<file path="config.mk">
export PLATFORM = sky130hd
export DESIGN_NAME = number_to_ascii_formatter
export DESIGN_NICKNAME = d
export VERILOG_FILES = /design/src/sv/nta_pkg.sv /design/src/sv/nta_ctrl.sv /design/src/sv/nta_dp.sv /design/src/sv/number_to_ascii_formatter.sv
export SDC_FILE = /design/constraint.sdc
export NUM_CORES = 1
export LEC_CHECK = 0
export ABC_AREA = 1
export BUFFER_PORTS_ARGS = -buffer_cell sky130_fd_sc_hd__buf_2
export CORE_UTILIZATION = 40
export CTS_BUF_LIST = sky130_fd_sc_hd__clkbuf_16
export CTS_CLUSTER_SIZE = 12
export DETAILED_ROUTE_END_ITERATION = 8
export GPL_TIMING_DRIVEN = 0
export PLACE_DENSITY = 0.61
export SLEW_MARGIN = 20
export SYNTH_ARGS = -nofsm -noshare
export SYNTH_HDL_FRONTEND = slang
export SYNTH_HIERARCHICAL = 1
export SYNTH_SLANG_ARGS = --single-unit
</file>
<file path="constraint.sdc">
create_clock -name clk_i -period 4 [get_ports clk_i]
set_input_delay 0.8 -clock clk_i [delete_from_list [all_inputs] [get_ports clk_i]]
set_output_delay 0.8 -clock clk_i [all_outputs]
set_load 0.02 [all_outputs]
</file>
<file path="src/sv/nta_pkg.sv">
// number-to-ascii formatter: shared payload types, format kind codes
// and the nibble-to-ascii helper
// no dependencies
`default_nettype none

package nta_pkg;

  // format kind codes carried on the input beat
  localparam logic [1:0] KIND_DEC      = 2'd0;
  localparam logic [1:0] KIND_HEX_BYTE = 2'd1;
  localparam logic [1:0] KIND_HEX_WORD = 2'd2;

  // fixed field widths
  localparam int unsigned NUMBER_W = 32;
  localparam int unsigned CHAR_W   = 7;

  // ascii constants
  localparam logic [CHAR_W-1:0] ASCII_ZERO   = 7'd48;
  localparam logic [CHAR_W-1:0] ALPHA_OFFSET = 7'd55;   // 'A' - 10
  localparam logic [3:0]        DEC_RADIX    = 4'd10;

  typedef struct packed {
    logic [1:0]          kind;
    logic [NUMBER_W-1:0] number;
  } nta_in_t;

  typedef struct packed {
    logic [CHAR_W-1:0] character;
    logic              last;
  } nta_out_t;

  // commands from controller to datapath
  typedef struct packed {
    logic load;     // take a new number
    logic conv;     // one binary-to-bcd step
    logic finish;   // locate most significant decimal digit
    logic emit;     // push one character into the output register
  } nta_cmd_t;

  // status from datapath to controller
  typedef struct packed {
    logic conv_done;  // current conversion step is the final one
    logic at_last;    // digit index points at the final character
    logic out_free;   // output register can take a character this cycle
  } nta_sts_t;

  // one nibble to uppercase ascii hex digit
  function automatic logic [CHAR_W-1:0] hex_char(input logic [3:0] nib);
    logic [CHAR_W-1:0] ext;
    ext = {3'b000, nib};
    return (nib < DEC_RADIX) ? (ASCII_ZERO + ext) : (ALPHA_OFFSET + ext);
  endfunction

endpackage

`default_nettype wire

</file>
<file path="src/sv/nta_ctrl.sv">
// number-to-ascii formatter: controller state machine
// depends on nta_pkg
`default_nettype none

module nta_ctrl (
  input  wire logic              clk_i,
  input  wire logic              rst_ni,
  input  wire logic              in_valid_i,
  input  wire logic [1:0]        kind_i,
  output logic                   in_ready_o,
  input  wire nta_pkg::nta_sts_t sts_i,
  output nta_pkg::nta_cmd_t      cmd_o
);
  import nta_pkg::*;

  typedef enum logic [3:0] {
    ST_IDLE = 4'b0001,
    ST_CONV = 4'b0010,
    ST_FIX  = 4'b0100,
    ST_EMIT = 4'b1000
  } state_e;

  state_e state_q, state_d;

  // input side is open only between numbers
  assign in_ready_o = (state_q == ST_IDLE);

  // next state and command decode
  always_comb begin
    state_d = state_q;
    cmd_o   = '0;
    case (state_q)
      ST_IDLE: begin
        if (in_valid_i) begin
          cmd_o.load = 1'b1;
          if (kind_i == KIND_DEC) begin
            state_d = ST_CONV;
          end else if (kind_i inside {KIND_HEX_BYTE, KIND_HEX_WORD}) begin
            state_d = ST_EMIT;
          end
        end
      end
      ST_CONV: begin
        cmd_o.conv = 1'b1;
        if (sts_i.conv_done) begin
          state_d = ST_FIX;
        end
      end
      ST_FIX: begin
        cmd_o.finish = 1'b1;
        state_d      = ST_EMIT;
      end
      ST_EMIT: begin
        if (sts_i.out_free) begin
          cmd_o.emit = 1'b1;
          if (sts_i.at_last) begin
            state_d = ST_IDLE;
          end
        end
      end
      default: begin
        state_d = ST_IDLE;
      end
    endcase
  end

  // state register
  always_ff @(posedge clk_i or negedge rst_ni) begin
    if (!rst_ni) begin
      state_q <= ST_IDLE;
    end else begin
      state_q <= state_d;
    end
  end

endmodule

`default_nettype wire

</file>
<file path="src/sv/nta_dp.sv">
// number-to-ascii formatter: datapath with shift-add-3 bcd converter,
// digit buffer, digit index and output register
// depends on nta_pkg
`default_nettype none

module nta_dp #(
  parameter int unsigned VALUE_WIDTH = 32
) (
  input  wire logic              clk_i,
  input  wire logic              rst_ni,
  input  wire nta_pkg::nta_in_t  in_data_i,
  input  wire nta_pkg::nta_cmd_t cmd_i,
  output nta_pkg::nta_sts_t      sts_o,
  output logic                   out_valid_o,
  input  wire logic              out_ready_i,
  output nta_pkg::nta_out_t      out_data_o
);
  import nta_pkg::*;

  // formatted bits of the number
  localparam int unsigned VW_EFF = (VALUE_WIDTH < NUMBER_W) ? VALUE_WIDTH : NUMBER_W;
  // decimal digits needed: floor(w * log10 2) + 1
  localparam int unsigned DEC_N  = (VW_EFF * 1233) / 4096 + 1;
  localparam int unsigned HEX_N  = 8;
  localparam int unsigned DIG_N  = (DEC_N > HEX_N) ? DEC_N : HEX_N;
  localparam int unsigned DIG_W  = DIG_N * 4;
  localparam int unsigned IDX_W  = $clog2(DIG_N);
  localparam int unsigned CNT_W  = $clog2(VW_EFF);

  logic [VW_EFF-1:0] bin_q;
  logic [DIG_W-1:0]  dig_q, adj;
  logic [CNT_W-1:0]  bitcnt_q;
  logic [IDX_W-1:0]  idx_q, msd;
  logic [3:0]        cur_nib;
  logic              out_valid_q;
  nta_out_t          out_q;

  // add 3 to every bcd digit of five or more before the shift
  always_comb begin
    for (int k = 0; k < int'(DIG_N); k++) begin
      adj[k*4 +: 4] = (dig_q[k*4 +: 4] >= 4'd5) ? dig_q[k*4 +: 4] + 4'd3
                                                 : dig_q[k*4 +: 4];
    end
  end

  // most significant non-zero decimal digit, digit zero if none
  always_comb begin
    msd = '0;
    for (int k = 0; k < int'(DEC_N); k++) begin
      if (dig_q[k*4 +: 4] != 4'd0) begin
        msd = IDX_W'(k);
      end
    end
  end

  assign cur_nib = dig_q[{idx_q, 2'b00} +: 4];

  // status back to the controller
  assign sts_o.conv_done = (bitcnt_q == CNT_W'(VW_EFF - 1));
  assign sts_o.at_last   = (idx_q == '0);
  assign sts_o.out_free  = !out_valid_q || out_ready_i;

  // number, digit buffer and index
  always_ff @(posedge clk_i) begin
    if (cmd_i.load) begin
      bin_q    <= in_data_i.number[VW_EFF-1:0];
      bitcnt_q <= '0;
      if (in_data_i.kind == KIND_HEX_BYTE) begin
        dig_q <= DIG_W'(in_data_i.number[7:0]);
        idx_q <= IDX_W'(1);
      end else if (in_data_i.kind == KIND_HEX_WORD) begin
        dig_q <= DIG_W'(in_data_i.number[VW_EFF-1:0]);
        idx_q <= IDX_W'(HEX_N - 1);
      end else begin
        dig_q <= '0;
        idx_q <= '0;
      end
    end else if (cmd_i.conv) begin
      dig_q    <= {adj[DIG_W-2:0], bin_q[VW_EFF-1]};
      bin_q    <= bin_q << 1;
      bitcnt_q <= bitcnt_q + 1'b1;
    end else if (cmd_i.finish) begin
      idx_q <= msd;
    end else if (cmd_i.emit) begin
      idx_q <= idx_q - 1'b1;
    end
  end

  // output register payload
  always_ff @(posedge clk_i) begin
    if (cmd_i.emit) begin
      out_q.character <= hex_char(cur_nib);
      out_q.last      <= (idx_q == '0);
    end
  end

  // output beat valid
  always_ff @(posedge clk_i or negedge rst_ni) begin
    if (!rst_ni) begin
      out_valid_q <= 1'b0;
    end else if (cmd_i.emit) begin
      out_valid_q <= 1'b1;
    end else if (out_ready_i) begin
      out_valid_q <= 1'b0;
    end
  end

  assign out_valid_o = out_valid_q;
  assign out_data_o  = out_q;

  // a beat never overwrites one that is still waiting
  a_no_overwrite: assert property (@(posedge clk_i) disable iff (!rst_ni)
    cmd_i.emit |-> (!out_valid_q || out_ready_i))
    else $error("character pushed over a pending beat");

  // after the scan the index sits on a non-zero digit or on digit zero
  a_msd_found: assert property (@(posedge clk_i) disable iff (!rst_ni)
    $past(cmd_i.finish) |-> (cur_nib != 4'd0 || idx_q == '0))
    else $error("leading zero left in decimal output");

  // only one datapath command at a time
  a_one_cmd: assert property (@(posedge clk_i) disable iff (!rst_ni)
    $onehot0({cmd_i.load, cmd_i.conv, cmd_i.finish, cmd_i.emit}))
    else $error("conflicting datapath commands");

  // emitted characters are hex digits
  a_char_range: assert property (@(posedge clk_i) disable iff (!rst_ni)
    out_valid_q |-> ((out_q.character >= 7'd48 && out_q.character <= 7'd57) ||
                     (out_q.character >= 7'd65 && out_q.character <= 7'd70)))
    else $error("character outside hex digit range");

endmodule

`default_nettype wire

</file>
<file path="src/sv/number_to_ascii_formatter.sv">
// number-to-ascii formatter: top level joining controller and datapath
// depends on nta_pkg, nta_ctrl, nta_dp
//
//   port group        direction  payload              per beat
//   in_valid/ready/data  in      kind, number         one number
//   out_valid/ready/data out     character, last      one ascii digit
//
// hex-byte: a load then two characters; hex-word: a load then eight characters.
// decimal: a load, min(VALUE_WIDTH,32) shift-add-3 steps and a digit
// scan, then one character per digit (1 to 10).
// a new number is taken once the final character sits in the output register.
// out_ready low holds the character and pauses digit output; reset empties
// the output register and returns the controller to idle.
`default_nettype none

module number_to_ascii_formatter #(
  parameter int unsigned VALUE_WIDTH = 32
) (
  input  wire logic             clk_i,
  input  wire logic             rst_ni,
  input  wire logic             in_valid_i,
  output logic                  in_ready_o,
  input  wire nta_pkg::nta_in_t in_data_i,
  output logic                  out_valid_o,
  input  wire logic             out_ready_i,
  output nta_pkg::nta_out_t     out_data_o
);
  import nta_pkg::*;

  nta_cmd_t cmd;
  nta_sts_t sts;

  // sequencing
  nta_ctrl u_ctrl (
    .clk_i      (clk_i),
    .rst_ni     (rst_ni),
    .in_valid_i (in_valid_i),
    .kind_i     (in_data_i.kind),
    .in_ready_o (in_ready_o),
    .sts_i      (sts),
    .cmd_o      (cmd)
  );

  // conversion and character output
  nta_dp #(
    .VALUE_WIDTH (VALUE_WIDTH)
  ) u_dp (
    .clk_i       (clk_i),
    .rst_ni      (rst_ni),
    .in_data_i   (in_data_i),
    .cmd_i       (cmd),
    .sts_o       (sts),
    .out_valid_o (out_valid_o),
    .out_ready_i (out_ready_i),
    .out_data_o  (out_data_o)
  );

endmodule

`default_nettype wire
</file>
==> run metrics <==
vias in the first global route 4,548; slew of the pin with the lowest slew margin 0.809 ns; Max stage delay on crit path 0.54 ns; Seq/Total Area, Yosys 49.7%; Initial Util 41.5%; crit share post-route 66.9%; drt first pass iters 7; die span in y 120 µm; Crit. End Element flip-flop; Critical Path Source Type flip-flop; initial antenna violation count 0; Synth cell types 39; Worst-path clk slew 0.07 ns; Iter 0 DRT Violations 300; CTS HTree Levels 3; Ys Warns 6; Max Freq 374 MHz; Cells after DPL 874; pin count of the biggest net entering global routing 48; critical path type flip-flop to flip-flop; grt ovf 0; core box area 0.0133 mm²; Post-Syn Area per Cell 8.51 µm²; RSZ-0062 raised after global routing no; most common cell after layout, fill and taps aside nand2_1; Vias per Instance 5.27; Max-cap violations 0; global placement routability congestion 0.867; P&R area growth vs syn 14.7%; Synthesized Nets 715; Port-buffer cells 47; clk_lat worst skew 0.35 ns; Die Wd 120 µm; Sink Count 94; CP delay by family, top buffers and inverters; Placement Cell Area 0.00602 mm²; fin util 47.6%; Site Rows 42; Hold Fails Final Rpt 0; Pwr Density 826 mW/mm²; synthesized area 0.00553 mm²; antenna cell count 0; DR WL/cell 15.5 µm; Setup Viol. Count Final 0; hold_buf cts 0; layout cells sized above 1 13.4%; Final Cell Area 0.00635 mm²; Synth Register Bits 94; pre-CTS setup slack 1.22 ns; R2R setup slack 1.32 ns; Leakage 2.86 nW; I/O pins 48; PnR worst setup slack 1.32 ns; CTS Buffer Depth 2; Die Area 0.0143 mm²; worst vdd ir 0.000343 V; Post-Route Skew 0.0131 ns; post-cts gate resize count 0; CP max-delay cell dfstp_2; crit path DAT 2.71 ns; via count 4,687; reg2reg path depth 9; setup TNS 0 ns; DRC 0; critical path depth in cells 9; Final Non-Filler Cells 890; Crit path required time 4.03 ns; Pins Over Slew Limit 0; Rel. slew slack 45.9%; Root Buffer clkbuf_16; Synth Instances 650; commonest cells after routing, fill and taps aside 192 x nand2_1, 84 x edfxtp_1, 80 x inv_1; Post-DRT Antenna Nets 0; status finished, final reports clean; WL final 13.8 mm; cts bufs inserted 9; Tmin final 2.68 ns; all-layer global routing usage 20.7%; layout net count 774; first-pass GRT wire length 22.7 mm; worst-path cell chain inv_1 -> nor2_2 -> nand2_1 -> nor2_2 -> clkbuf_1 -> inv_2 -> clkbuf_1 -> nand2_4 -> buf_16; CP max FO 47; Buf/Inv on CP 5; HPWL Detailed 9.90 mm; postcts setup bufs 0; Hold Crit Class input pin to async pin; CTS tree built
[worst paths after layout]
check                                  startpoint                end
worst min-delay path                       rst_ni  u_ctrl/state_q[3]
max in group asynchronous                  rst_ni  u_ctrl/state_q[0]
worst max-delay path            u_ctrl/state_q[0]      u_dp/dig_q[4]
worst min register to register   u_dp/bitcnt_q[3]   u_dp/bitcnt_q[3]
worst max register to register  u_ctrl/state_q[0]      u_dp/dig_q[4]
min in group clk_i               u_dp/bitcnt_q[3]   u_dp/bitcnt_q[3]
[cells in the mapped netlist (all sizes together)]
cell type	count	area, µm²
nand2	197	754
inv	89	334
edfxtp	84	2520
nand3	48	245
o21ai	45	236
nor2	36	145
ha	27	338
a21oi	22	110
o22ai	14	87.6
clkbuf	12	45.0
xor2	10	87.6
buf	9	61.3
o211ai	8	60.1
o2bb2ai	8	70.1
or2	8	50.1
nor3	7	40.0
dfxtp	5	100
o32ai	5	43.8
dfrtp	4	100
a31oi	2	12.5
and3	2	12.5
nand4	2	12.5
o21a	2	15.0
a211oi	1	7.51
dfstp	1	26.3
nand3b	1	7.51
xnor2	1	8.76
[routing by layer]
layer	vias to the layer above	wire [µm]	global-route usage (%)
met4	0	428	8.91
li1	2293	-	-
met3	33	866	4.28
met5	-	0	0
met1	2191	6210	27.5
met2	170	6280	32.7
[where the power goes]
part | internal (W) | leakage (nW) | switching (W)
clock | 0.000532 | 0.159 | 0.000376
combinational | 0.000828 | 1.81 | 0.00160
sequential | 0.00168 | 0.896 | 0.000225
total | 0.00304 | 2.86 | 0.00220
[layout make-up]
type | instances | area [µm²]
plain buffers | 21 | 106
repair buffers | 48 | 263
fillers | 1310 | 7000
multi-input cells | 446 | 2350
flip-flops and latches | 94 | 2750
inverters | 89 | 334
well taps | 176 | 220
clock inverters | 4 | 23.8
clock buffers | 12 | 300
[registers in the layout, indices dropped and copies added (netlist names)]
signal	cells
u_dp/bin_q	32
u_dp/bitcnt_q	5
u_dp/out_valid_o	1
u_dp/idx_q	4
u_ctrl/state_q	4
u_dp/dig_q	40
u_dp/out_data_o	8
[cell families (layout without fill, tap and decap cells)]
logic type,Yosys count,count (layout),share of synthesized area (%)
AOI/OAI and AO/OA,107,107,11.6
adders and majority gates,27,27,6.10
DFF,94,94,49.7
xor gates and xnor gates,11,11,1.74
buffers and inverters,110,174,7.96
and+or+nand+nor,301,301,22.9
[worst register-to-register path, delay by kind of cell, from the launching register on]
family / cells / cell delay, ns
simple gates: 4 / 0.81
buf+inv: 5 / 0.95
flops: 1 / 0.54
[per-stage QoR]
| step | power [W] | hold WS [ns] |
|---|---|---|
| final | 0.00524 | 0.251 |
| after global routing | 0.00567 | 0.246 |
| after CTS | 0.00524 | 0.237 |
| after detailed placement | 0.00431 | 0.480 |
| after global placement | 0.00421 | 0.468 |
| after floorplan | 0.00364 | 0.453 |
No activity file was read; power rests on OpenSTA's default activity.
